==> src/sv/luma_difference_threshold_rle_unit_defines.svh <==
// assertion macros for the luma difference threshold run-length unit
// used by modules that need clk and rst in scope; no other dependencies
`ifndef LUMA_DIFFERENCE_THRESHOLD_RLE_UNIT_DEFINES_SVH
`define LUMA_DIFFERENCE_THRESHOLD_RLE_UNIT_DEFINES_SVH

// property that must hold at every edge out of reset
`define LDTR_ASSERT(lbl, prop) \
  lbl: assert property (@(posedge clk) disable iff (rst) (prop)) \
    else $error("luma_dtr assertion failed");

// condition in one cycle implies a consequence in the next
`define LDTR_ASSERT_NEXT(lbl, cond, cons) \
  lbl: assert property (@(posedge clk) disable iff (rst) (cond) |=> (cons)) \
    else $error("luma_dtr assertion failed");

`endif

==> src/sv/luma_dtr_pkg.sv <==
// shared types and constants of the luma difference threshold run-length unit
// no dependencies
package luma_dtr_pkg;

  // run length limit, capped by the 8-bit count
  localparam int RUN_LIMIT = 255;
  localparam logic [7:0] RUN_CAP = 8'((RUN_LIMIT > 255) ? 255 : RUN_LIMIT);

  // queue between front and back
  localparam int Q_DEPTH = 4;
  localparam int Q_AW = $clog2(Q_DEPTH);
  localparam int Q_CW = $clog2(Q_DEPTH + 1);

  // classified pixel handed from front to back
  typedef struct packed {
    logic signed [7:0] diff;
    logic              eoi;
  } cmd_t;

endpackage

==> src/sv/luma_dtr_pixel_if.sv <==
// pixel request channel: two luma bytes and an end of image mark
// no dependencies
interface luma_dtr_pixel_if;
  logic       valid;
  logic       ready;
  logic [7:0] main_luma;
  logic [7:0] compl_luma;
  logic       end_of_image;

  modport source (output valid, output main_luma, output compl_luma,
                  output end_of_image, input ready);
  modport sink (input valid, input main_luma, input compl_luma,
                input end_of_image, output ready);
endinterface

==> src/sv/luma_dtr_run_if.sv <==
// run request channel: run value, length and final flag
// no dependencies
interface luma_dtr_run_if;
  logic              valid;
  logic              ready;
  logic signed [7:0] run_value;
  logic [7:0]        run_length;
  logic              final_run;

  modport source (output valid, output run_value, output run_length,
                  output final_run, input ready);
  modport sink (input valid, input run_value, input run_length,
                input final_run, output ready);
endinterface

==> src/sv/luma_dtr_cfg_if.sv <==
// configuration write channel for the similarity threshold
// no dependencies
interface luma_dtr_cfg_if;
  logic       valid;
  logic       ready;
  logic [7:0] data;

  modport source (output valid, output data, input ready);
  modport sink (input valid, input data, output ready);
endinterface

==> src/sv/luma_dtr_front.sv <==
// front stage: accepts pixels and forms the wrapped signed luma difference
// depends on luma_dtr_pkg and luma_dtr_pixel_if
module luma_dtr_front (
  input  logic                clk,
  input  logic                rst,
  luma_dtr_pixel_if.sink      pix,
  output logic                push,
  output luma_dtr_pkg::cmd_t  push_cmd,
  input  logic                push_ready
);

  logic              stage_valid;
  logic signed [7:0] stage_diff;
  logic              stage_eoi;
  logic              take;

  // stage frees up when empty or when the queue takes its request
  assign pix.ready = !stage_valid || push_ready;
  assign take      = pix.valid && pix.ready;

  assign push          = stage_valid;
  assign push_cmd.diff = stage_diff;
  assign push_cmd.eoi  = stage_eoi;

  // control state of the stage
  always_ff @(posedge clk) begin
    if (rst) begin
      stage_valid <= 1'b0;
    end else if (take) begin
      stage_valid <= 1'b1;
    end else if (push_ready) begin
      stage_valid <= 1'b0;
    end
  end

  // difference wraps to a signed byte
  always_ff @(posedge clk) begin
    if (take) begin
      stage_diff <= $signed(8'(pix.main_luma - pix.compl_luma));
      stage_eoi  <= pix.end_of_image;
    end
  end

endmodule

==> src/sv/luma_dtr_fifo.sv <==
// short request queue between the front and the back
// depends on luma_dtr_pkg and the assertion macro header
`include "luma_difference_threshold_rle_unit_defines.svh"
module luma_dtr_fifo (
  input  logic                clk,
  input  logic                rst,
  input  logic                push,
  input  luma_dtr_pkg::cmd_t  push_cmd,
  output logic                push_ready,
  output logic                pop_valid,
  output luma_dtr_pkg::cmd_t  pop_cmd,
  input  logic                pop
);

  luma_dtr_pkg::cmd_t                   mem [luma_dtr_pkg::Q_DEPTH];
  logic [luma_dtr_pkg::Q_AW-1:0]        wr_ptr;
  logic [luma_dtr_pkg::Q_AW-1:0]        rd_ptr;
  logic [luma_dtr_pkg::Q_CW-1:0]        count;
  logic                                 do_push;
  logic                                 do_pop;

  assign push_ready = count != luma_dtr_pkg::Q_CW'(luma_dtr_pkg::Q_DEPTH);
  assign pop_valid  = count != '0;
  assign pop_cmd    = mem[rd_ptr];
  assign do_push    = push && push_ready;
  assign do_pop     = pop && pop_valid;

  // pointers and fill count
  always_ff @(posedge clk) begin
    if (rst) begin
      wr_ptr <= '0;
      rd_ptr <= '0;
      count  <= '0;
    end else begin
      if (do_push) begin
        wr_ptr <= wr_ptr + luma_dtr_pkg::Q_AW'(1);
      end
      if (do_pop) begin
        rd_ptr <= rd_ptr + luma_dtr_pkg::Q_AW'(1);
      end
      if (do_push && !do_pop) begin
        count <= count + luma_dtr_pkg::Q_CW'(1);
      end else if (do_pop && !do_push) begin
        count <= count - luma_dtr_pkg::Q_CW'(1);
      end
    end
  end

  // storage
  always_ff @(posedge clk) begin
    if (do_push) begin
      mem[wr_ptr] <= push_cmd;
    end
  end

  `LDTR_ASSERT(a_count_bound, count <= luma_dtr_pkg::Q_CW'(luma_dtr_pkg::Q_DEPTH))
  `LDTR_ASSERT(a_ptr_gap, (luma_dtr_pkg::Q_AW'(wr_ptr - rd_ptr)) == luma_dtr_pkg::Q_AW'(count))
  `LDTR_ASSERT_NEXT(a_push_fills, do_push && !do_pop, count != '0)

endmodule

==> src/sv/luma_dtr_back.sv <==
// back stage: run tracking, threshold register and the output register
// depends on luma_dtr_pkg, the run and cfg interfaces and the macro header
`include "luma_difference_threshold_rle_unit_defines.svh"
module luma_dtr_back (
  input  logic                clk,
  input  logic                rst,
  input  logic                q_valid,
  input  luma_dtr_pkg::cmd_t  q_cmd,
  output logic                q_pop,
  luma_dtr_cfg_if.sink        cfg,
  luma_dtr_run_if.source      runs
);

  // run state
  logic [7:0]        threshold;
  logic signed [7:0] open_value;
  logic [7:0]        open_count;
  logic              run_active;

  // output register and the pending final run
  logic              out_valid;
  logic signed [7:0] out_value;
  logic [7:0]        out_length;
  logic              out_final;
  logic              pend_valid;
  logic signed [7:0] pend_value;

  logic signed [8:0] delta;
  logic [8:0]        mag;
  logic              similar;
  logic              brk;
  logic              need_out;
  logic              slot_free;
  logic [7:0]        count_inc;

  assign cfg.ready = 1'b1;

  assign runs.valid      = out_valid;
  assign runs.run_value  = out_value;
  assign runs.run_length = out_length;
  assign runs.final_run  = out_final;

  // distance to the run value on the full 9-bit signed range
  assign delta     = {open_value[7], open_value} - {q_cmd.diff[7], q_cmd.diff};
  assign mag       = delta[8] ? 9'(-delta) : 9'(delta);
  assign similar   = (mag <= {1'b0, threshold}) && (open_count < luma_dtr_pkg::RUN_CAP);
  assign brk       = run_active && !similar;
  assign count_inc = 8'(open_count + 8'd1);

  // a request that emits must find the output slot free
  assign need_out  = brk || q_cmd.eoi;
  assign slot_free = !out_valid || runs.ready;
  assign q_pop     = q_valid && !pend_valid && (!need_out || slot_free);

  // threshold register
  always_ff @(posedge clk) begin
    if (rst) begin
      threshold <= 8'd0;
    end else if (cfg.valid) begin
      threshold <= cfg.data;
    end
  end

  // run state update
  always_ff @(posedge clk) begin
    if (rst) begin
      open_value <= '0;
      open_count <= 8'd0;
      run_active <= 1'b0;
    end else if (q_pop) begin
      if (q_cmd.eoi) begin
        open_value <= '0;
        open_count <= 8'd0;
        run_active <= 1'b0;
      end else if (!run_active || brk) begin
        open_value <= q_cmd.diff;
        open_count <= 8'd1;
        run_active <= 1'b1;
      end else begin
        open_count <= count_inc;
      end
    end
  end

  // output register control
  always_ff @(posedge clk) begin
    if (rst) begin
      out_valid  <= 1'b0;
      pend_valid <= 1'b0;
    end else begin
      if (pend_valid && slot_free) begin
        out_valid  <= 1'b1;
        pend_valid <= 1'b0;
      end else if (q_pop && need_out) begin
        out_valid  <= 1'b1;
        pend_valid <= brk && q_cmd.eoi;
      end else if (runs.ready) begin
        out_valid <= 1'b0;
      end
    end
  end

  // output payload
  always_ff @(posedge clk) begin
    if (pend_valid && slot_free) begin
      out_value  <= pend_value;
      out_length <= 8'd1;
      out_final  <= 1'b1;
    end else if (q_pop && need_out) begin
      if (brk) begin
        out_value  <= open_value;
        out_length <= open_count;
        out_final  <= 1'b0;
        pend_value <= q_cmd.diff;
      end else if (run_active) begin
        out_value  <= open_value;
        out_length <= count_inc;
        out_final  <= 1'b1;
      end else begin
        out_value  <= q_cmd.diff;
        out_length <= 8'd1;
        out_final  <= 1'b1;
      end
    end
  end

  `LDTR_ASSERT(a_pend_has_out, !pend_valid || out_valid)
  `LDTR_ASSERT(a_active_count, run_active == (open_count != 8'd0))
  `LDTR_ASSERT(a_count_cap, open_count <= luma_dtr_pkg::RUN_CAP)
  `LDTR_ASSERT_NEXT(a_eoi_closes, q_pop && q_cmd.eoi, !run_active)

endmodule

==> src/sv/luma_difference_threshold_rle_unit.sv <==
// top level of the luma difference threshold run-length unit
// depends on luma_dtr_pkg, the three channel interfaces, front, fifo and back
//
// Channels: pix takes one pixel request per cycle while pix.ready is high
// (main_luma, compl_luma, end_of_image); runs gives run requests (run_value,
// run_length, final_run); cfg writes the similarity threshold and is always
// ready, to be used only while no pixel is in flight.
// After the pixel that closes it is accepted, a run passes the front stage,
// the queue and the output register before it is valid on runs, and it is
// taken at the next edge with runs.ready high.
// Throughput: one pixel per cycle while the queue is not full. A pixel that
// both breaks a run and ends the image yields two runs, which leave the single
// output register in turn. Reset (rst, synchronous): no run open, threshold 0,
// queue and output empty. When runs is stalled the output holds, the back stops
// draining the four entry queue at a request that emits a run, and the front
// stage drops pix.ready once the queue is full and the stage holds a pixel.
module luma_difference_threshold_rle_unit (
  input  logic            clk,
  input  logic            rst,
  luma_dtr_pixel_if.sink  pix,
  luma_dtr_run_if.source  runs,
  luma_dtr_cfg_if.sink    cfg
);

  logic               push;
  luma_dtr_pkg::cmd_t push_cmd;
  logic               push_ready;
  logic               q_valid;
  luma_dtr_pkg::cmd_t q_cmd;
  logic               q_pop;

  // difference stage
  luma_dtr_front u_front (
    .clk        (clk),
    .rst        (rst),
    .pix        (pix),
    .push       (push),
    .push_cmd   (push_cmd),
    .push_ready (push_ready)
  );

  // decoupling queue
  luma_dtr_fifo u_fifo (
    .clk        (clk),
    .rst        (rst),
    .push       (push),
    .push_cmd   (push_cmd),
    .push_ready (push_ready),
    .pop_valid  (q_valid),
    .pop_cmd    (q_cmd),
    .pop        (q_pop)
  );

  // run tracking and output
  luma_dtr_back u_back (
    .clk     (clk),
    .rst     (rst),
    .q_valid (q_valid),
    .q_cmd   (q_cmd),
    .q_pop   (q_pop),
    .cfg     (cfg),
    .runs    (runs)
  );

endmodule

==> src/flat_wrapper.sv <==
// flat-port wrapper written by rule: the top's interface ports become plain ports
module luma_difference_threshold_rle_unit_flat 
  (clk, rst, pix_valid, pix_main_luma, pix_compl_luma, pix_end_of_image, pix_ready, runs_valid, runs_run_value, runs_run_length, runs_final_run, runs_ready, cfg_valid, cfg_data, cfg_ready);
  luma_dtr_pixel_if pix_i ();
  luma_dtr_run_if runs_i ();
  luma_dtr_cfg_if cfg_i ();
  input  logic clk;
  input  logic rst;
  input wire logic [$bits(pix_i.valid)-1:0] pix_valid;
  input wire logic [$bits(pix_i.main_luma)-1:0] pix_main_luma;
  input wire logic [$bits(pix_i.compl_luma)-1:0] pix_compl_luma;
  input wire logic [$bits(pix_i.end_of_image)-1:0] pix_end_of_image;
  output wire logic [$bits(pix_i.ready)-1:0] pix_ready;
  output wire logic [$bits(runs_i.valid)-1:0] runs_valid;
  output wire logic [$bits(runs_i.run_value)-1:0] runs_run_value;
  output wire logic [$bits(runs_i.run_length)-1:0] runs_run_length;
  output wire logic [$bits(runs_i.final_run)-1:0] runs_final_run;
  input wire logic [$bits(runs_i.ready)-1:0] runs_ready;
  input wire logic [$bits(cfg_i.valid)-1:0] cfg_valid;
  input wire logic [$bits(cfg_i.data)-1:0] cfg_data;
  output wire logic [$bits(cfg_i.ready)-1:0] cfg_ready;
  assign pix_i.valid = pix_valid;
  assign pix_i.main_luma = pix_main_luma;
  assign pix_i.compl_luma = pix_compl_luma;
  assign pix_i.end_of_image = pix_end_of_image;
  assign pix_ready = pix_i.ready;
  assign runs_valid = runs_i.valid;
  assign runs_run_value = runs_i.run_value;
  assign runs_run_length = runs_i.run_length;
  assign runs_final_run = runs_i.final_run;
  assign runs_i.ready = runs_ready;
  assign cfg_i.valid = cfg_valid;
  assign cfg_i.data = cfg_data;
  assign cfg_ready = cfg_i.ready;
  luma_difference_threshold_rle_unit u_core (.clk(clk), .rst(rst), .pix(pix_i), .runs(runs_i), .cfg(cfg_i));
endmodule
==> config.mk <==
export PLATFORM = sky130hd
export DESIGN_NAME = luma_difference_threshold_rle_unit_flat
export DESIGN_NICKNAME = d
export VERILOG_FILES = /design/src/sv/luma_dtr_pkg.sv /design/src/sv/luma_dtr_pixel_if.sv /design/src/sv/luma_dtr_run_if.sv /design/src/sv/luma_dtr_cfg_if.sv /design/src/sv/luma_dtr_front.sv /design/src/sv/luma_dtr_fifo.sv /design/src/sv/luma_dtr_back.sv /design/src/sv/luma_difference_threshold_rle_unit.sv /design/src/flat_wrapper.sv
export VERILOG_INCLUDE_DIRS = /design/src /design/src/sv
export SDC_FILE = /design/constraint.sdc
export NUM_CORES = 1
export LEC_CHECK = 0
export ABC_AREA = 0
export BUFFER_PORTS_ARGS = -buffer_cell sky130_fd_sc_hd__buf_2
export CORE_MARGIN = 5
export CORE_UTILIZATION = 50
export DETAILED_ROUTE_END_ITERATION = 8
export PLACE_DENSITY_LB_ADDON = 0.08
export SYNTH_ARGS = -nofsm -noshare
export SYNTH_HDL_FRONTEND = slang
export SYNTH_SLANG_ARGS = --single-unit
==> constraint.sdc <==
create_clock -name clk -period 10.8 [get_ports clk]
set_clock_uncertainty 0.1 [all_clocks]
set_input_delay 0.54 -clock clk [delete_from_list [all_inputs] [get_ports clk]]
set_output_delay 0.54 -clock clk [all_outputs]
set_load 0.03 [all_outputs]
==> flow_summary.ini, run 1 <==
[run_status]
outcome = complete, no violations

[setup_path]
critPathKind = register to register
crit_top_cell = ha_1
arrival_ps = 6220
max_stage_delay_ps = 710
reg2reg_to = u_core.u_fifo.count[2]
path_delay_family = compound AO/OA/AOI/OAI gates
crit_slowest_cell = dfxtp_1
worst_setup_path_end_kind = register
crit_chain = mux4_2 -> ha_1 -> inv_1 -> fa_1 -> a21o_1 -> a21oi_1 -> xnor2_1 -> a311o_1 -> o21a_1 -> xnor2_1 -> ha_1 -> and3_1 -> a211oi_1 -> a31oi_1 -> a32oi_1 -> nand3_1 -> o21a_1 -> ha_1 -> inv_1 -> fa_1 -> xor2_1 -> or3_1 -> a21oi_1
critPathBufInv = 2
reg2regPathDepth = 23
crit_required_ps = 11000
ff2ff_setup_slack_ps = 4780
worstPathMaxFanout = 15
worstSetupStartpointType = register

[clock_tree]
root_buffer = clkbuf_8
clock_latency_ps = 370
post_cts.repair.setup_buffers = 0
cts_tree = yes
ctsResizeCount = 0
clock_sinks = 107
cts_hold_buf = 0
clockBufferDepth = 2
clk_pin_slew_worst_paths_ps = 110
cts_buffers = 9
htreeDepth = 3

[sta]
grt_setup_unrepaired = false
hold_viol_final = 0
postLayoutSetupSlackWorst_ps = 4782
slew-limit-headroom = 0.2338
max_freq_mhz = 166.2
finalSetupViolCount = 0
worst_pin_slew_ps = 1144
fin_crit_ps = 6018
slew_viol_final = 0
post-route-period-util = 0.5573
tns_ps = 0

[global_route]
grt.overflow.total = 0
grt_pass1_vias = 3493
grt_max_degree = 31
grt_antenna_before_repair = 0
grt_pass1_wl_um = 16700
grt_usage = 0.1623

[routing]
route.detailed.drc = 0
drt_wl_total_um = 10230
dr.pass1.iters = 5
avgViaCountPerCell = 5.428
vias = 3550
drtIter0Drc = 137
ant_nets = 0
routedWlPerCell_um = 15.65

[logic_synthesis]
yosys_warnings = 0
netlist_instances = 474
synth_compound_area_frac = 0.1361
ys.flop_type = edfxtp_1
synthMuxAreaShare = 0.07215
syn-num-nets = 537
yosysSeqAreaShare = 0.5187
synth.distinct_cells = 58
ys_ff_latch = 107
async_flop_share = 0
syn-cell-area_um2 = 5306
yosys.area_share.simple = 0.1049
syn_avg_cell_area_um2 = 11.19
synth_top_family_by_area = compound AO/OA/AOI/OAI gates
synth_edf_count = 61
synth_xor_area_frac = 0.03796
synth_fa_ha_area_frac = 0.08206

[floorplan]
initial_core_util = 0.5140
dieHeight_um = 113.0
io_pins = 50
die-area_um2 = 12770
core_region_area_um2 = 10320
rows = 37
die_w_um = 113.0

[placed_design]
pre_cts_slack_ps = 4785
gp_congestion = 0.8499
hpwlAfterDp_um = 7744
port_buffers = 48

[min_path]
whs_endpoint = u_core.u_front.stage_eoi
hold_class = primary input to register
min_path_cells = 1
hp-start = pix_end_of_image

[final_layout]
finalNetCount = 576
area_growth_pct = 9.620
drive_gt1_frac = 0.1486
n_fill_cell = 888
diodes = 0

[flow_run]
max-cap-violations = 0
-- worst register-to-register path: cells and delay by family, from the launching register on --
family	cells	cell delay (ps)
and+or+nand+nor	3	620
DFF	1	710
xor gates and xnor gates	3	480
muxes	1	630
buffers and inverters	2	130
AOI/OAI and AO/OA	9	1870
adders and majority gates	5	1400
-- final cells by class --
class                           instances  area, um^2  share of cell area
Timing Repair Buffer                   48       240.2             0.04130
Clock buffer                           10       127.6             0.02194
Clock inverter                          6       62.56             0.01075
Sequential cell                       107        2753              0.4732
Tap cell                              136       170.2             0.02925
Inverter                               43       161.4             0.02775
Multi-Input combinational cell        304        2302              0.3958
-- cell usage after synthesis (8+ instances only) --
cell,number,area share
a21o_1,8,0.011
a21oi_1,21,0.020
a22o_1,8,0.013
a22oi_1,9,0.013
a31oi_1,10,0.012
clkbuf_1,10,0.0071
dfxtp_1,46,0.17
edfxtp_1,61,0.35
ha_1,30,0.071
inv_1,42,0.030
mux2i_1,18,0.034
mux4_2,8,0.034
nand2_1,25,0.018
nand3_1,17,0.016
nor2_1,33,0.023
o21ai_0,21,0.020
xnor2_1,15,0.025
xor2_1,8,0.013
-- metrics by stage --
| stage | util | hold slack, ps | std cells | area [um^2] |
|---|---|---|---|---|
| floorplan | - | 358.7 | 474 | 5306 |
| global placement | 0.5450 | 340.4 | 638 | 5627 |
| detailed placement | 0.5450 | 344.9 | 638 | 5627 |
| CTS | 0.5634 | 221.3 | 654 | 5817 |
| global route | 0.5634 | 215.8 | 654 | 5817 |
| finish | 0.5634 | 231.7 | 654 | 5817 |
-- flip-flops by register name, indices dropped and copies added, names as in the netlist, named ones only --
| name | cells |
|---|---|
| u_core.u_fifo.count | 3 |
| u_core.u_front.push | 1 |
| u_core.u_back.runs.valid | 1 |
| u_core.u_front.stage_eoi | 1 |
| u_core.u_back.open_count | 8 |
| u_core.u_back.run_active | 1 |
| u_core.u_front.stage_diff | 8 |
| u_core.u_fifo.mem | 36 |
| u_core.u_back.runs.run_value | 8 |
| u_core.u_fifo.wr_ptr | 2 |
| u_core.u_back.runs.final_run | 1 |
| u_core.u_back.runs.run_length | 8 |
| u_core.u_back.threshold | 8 |
| u_core.u_back.open_value | 8 |
| u_core.u_fifo.rd_ptr | 2 |
| u_core.u_back.pend_valid | 1 |
| u_core.u_back.pend_value | 8 |
-- cell families (layout without fill, tap and decap cells) --
family                     count (synthesis)  count (layout)
muxes                                     28              28
and+or+nand+nor                          113             113
buffers and inverters                     63             107
AOI/OAI and AO/OA                        106             106
adders and majority gates                 33              33
DFF                                      107             107
other                                      1               1
xor gates and xnor gates                  23              23
-- cells in the final DEF, fill, tap and decap left out, drive strengths merged, types with 2 or more instances in the layout --
cell type and instances:
nor3 2, inv 47, ha 30, fa 3
and3 7, o21a 3, edfxtp 61, a21o 8
nand3 17, or3b 2, a21oi 21, xor2 8
a31oi 10, o21ai 23, and2 7, o21bai 2
nand2b 4, mux2 2, buf 48, nor2b 4
o2bb2ai 7, nand4b 2, clkbuf 10, dfxtp 46
clkinv 2, or3 4, nand2 25, a22o 8
a22oi 9, nor2 33, a311o 2, xnor2 15
mux4 8, mux2i 18, a211oi 2
-- metal layers --
layer	global-route usage	routed length, um	part of all wire	vias up
met5	0	0	0	-
met4	0.04087	140	0.014	0
met3	0.03583	465	0.045	12
met2	0.2753	4883	0.48	72
met1	0.2117	4744	0.46	1671
li1	-	-	-	1795
-- worst max-delay path by stage --
stage,cells after the start,end,startpoint
6_report,23,u_core.u_fifo.count[2],register
5_1_grt,21,u_core.u_fifo.count[2],register
4_1_cts,21,u_core.u_fifo.count[2],register
3_5_place_dp,21,u_core.u_fifo.count[2],register
3_3_place_gp,19,u_core.u_back.open_value[1],register
2_1_floorplan,23,u_core.u_fifo.count[2],register
Power of run 1 is not shown: default switching activity piles up to over one toggle a cycle in this logic, so the estimate is an artifact.
==> run 2, diff against run 1 <==
- clock period: 10.8 -> 4.85 ns (I/O delays scaled with it)
==> run 2 against run 1 <==
  * Via count increased by 7.6%
  * First-iteration DRC count is 11% higher
  * Setup slack got worse by 4900 ps
  * Flip-flop and latch count did not move
  * The flow now finishes with violations (negative setup slack)
  * Critical path depth increased by 2
  * Count of clock-buffer cells in the layout is 1 higher
  * Global-route usage up 1.1 points
  * Worst hold slack got worse by 220 ps
  * Fmax increased by 21%
==> flow_summary.ini, run 2 (synthesized netlist as in run 1, its figures left out) <==
[run_status]
outcome = complete, but fails checks
violations = negative setup slack

[final_layout]
drive_gt1_frac = 0.2985
final_common_cell = edfxtp_1
area_growth_pct = 24.62
n_fill_cell = 837
mostFrequentLayoutCells = edfxtp_1 (61), buf_2 (48), dfxtp_1 (45), buf_4 (45), inv_1 (38)
top_register = u_core.u_fifo.mem
largest_register_ffs = 36
finalNetCount = 641
diodes = 0

[sta]
hold_viol_final = 0
finalSetupViolCount = 6
slew_viol_final = 0
fin_crit_ps = 4981
grt_setup_unrepaired = true
slew-limit-headroom = 0.3671
post-route-period-util = 1.027
postLayoutSetupSlackWorst_ps = -131.0
worst_pin_slew_ps = 945.0
max_freq_mhz = 200.8
tns_ps = -334.7

[floorplan]
dieHeight_um = 113.0
io_pins = 50
rows = 37
initial_core_util = 0.5140
die-area_um2 = 12770
core_region_area_um2 = 10320
die_w_um = 113.0

[clock_tree]
htreeDepth = 3
clockBufferDepth = 2
clk_pin_slew_worst_paths_ps = 100
clock_latency_ps = 370
cts_buffers = 9
root_buffer = clkbuf_8
clock_sinks = 107
cts_tree = yes

[setup_path]
critPathKind = register to register
worstPathMaxFanout = 5
crit_required_ps = 5060
reg2reg_to = u_core.u_fifo.count[2]
worst_setup_path_end_kind = register
worstSetupStartpointType = register
arrival_ps = 5190
ff2ff_setup_slack_ps = -130
reg2regPathDepth = 25

[routing]
vias = 3821
drtIter0Drc = 152
route.detailed.drc = 0
drt_wl_total_um = 10820
ant_nets = 0
routedWlPerCell_um = 15.04
dr.pass1.iters = 4
avgViaCountPerCell = 5.314

[global_route]
grt_pass1_wl_um = 17800
grt.overflow.total = 0
grt_antenna_before_repair = 0
grt_pass1_vias = 3809
grt_usage = 0.1729
grt_max_degree = 31

[min_path]
min_path_cells = 3
whs_endpoint = u_core.u_back.threshold[7]
hp-start = cfg_data[7]
hold_class = primary input to register

[flow_run]
max-cap-violations = 0

[placed_design]
hpwlAfterDp_um = 7721
port_buffers = 48
pre_cts_slack_ps = -174.0
gp_congestion = 0.8464
-- run 2: worst max-delay path, stage by stage (launching register included) --
cell and delay (ps):
dfxtp_4 370, buf_6 120, mux4_2 520, inv_2 90
ha_4 200, buf_4 160, nand2_1 120, a211oi_4 50
buf_4 140, buf_4 120, o41ai_2 240, xnor2_1 230
xor2_1 230, ha_1 270, and3_4 180, a211oi_2 190
a31oi_1 70, a32oi_1 220, nand3_1 100, o21a_2 270
ha_4 170, inv_2 40, fa_2 180, xor2_1 70
or3_1 330, a21oi_2 120
-- run 2: how the worst max path moves through the flow --
stage | start | slack [ps] | to | cells past startpoint
after floorplan | register | -50 | u_core.u_fifo.count[2] | 25
final | register | -130 | u_core.u_fifo.count[2] | 25
after global routing | register | -390 | u_core.u_fifo.count[2] | 25
after detailed placement | register | -170 | u_core.u_fifo.count[2] | 22
after CTS | register | -100 | u_core.u_fifo.count[2] | 24
after global placement | register | -90 | u_core.u_fifo.count[2] | 21
-- run 2: cell type report --
class	count	area [um^2]	area share
sequential	107	2756	0.4168
multi-input combinational	304	2530	0.3826
timing repair buffer	113	807.0	0.1220
tap	136	170.2	0.02573
clock inverter	5	46.29	0.007001
clock buffer	11	141.4	0.02138
inverter	43	161.4	0.02441
-- run 2: layer usage --
layer / up-vias / GRT usage / wire length (um)
met5: - / 0 / 0
met4: 0 / 0.06250 / 179
met3: 13 / 0.02353 / 467
met2: 73 / 0.2915 / 5277
met1: 1810 / 0.2287 / 4890
li1: 1925 / - / -
-- run 2: timing repair --
action,4_1_cts,5_1_grt
gates cloned,0,1
hold buffers,8,0
pin swaps,17,20
buffers inserted,8,11
hold endpoints to repair,8,0
gates resized for setup,11,37
setup endpoints to repair,21,50
-- run 2: stage by stage --
step	instances	util	hold slack [ps]	cell area, um^2
global route	719	0.6405	47.06	6613
detailed placement	675	0.5794	320.6	5982
CTS	707	0.6151	2.609	6350
global placement	675	0.5794	321.4	5982
finish	719	0.6405	11.41	6613
floorplan	474	-	241.4	5389
Power of run 2 is left out for the same reason.
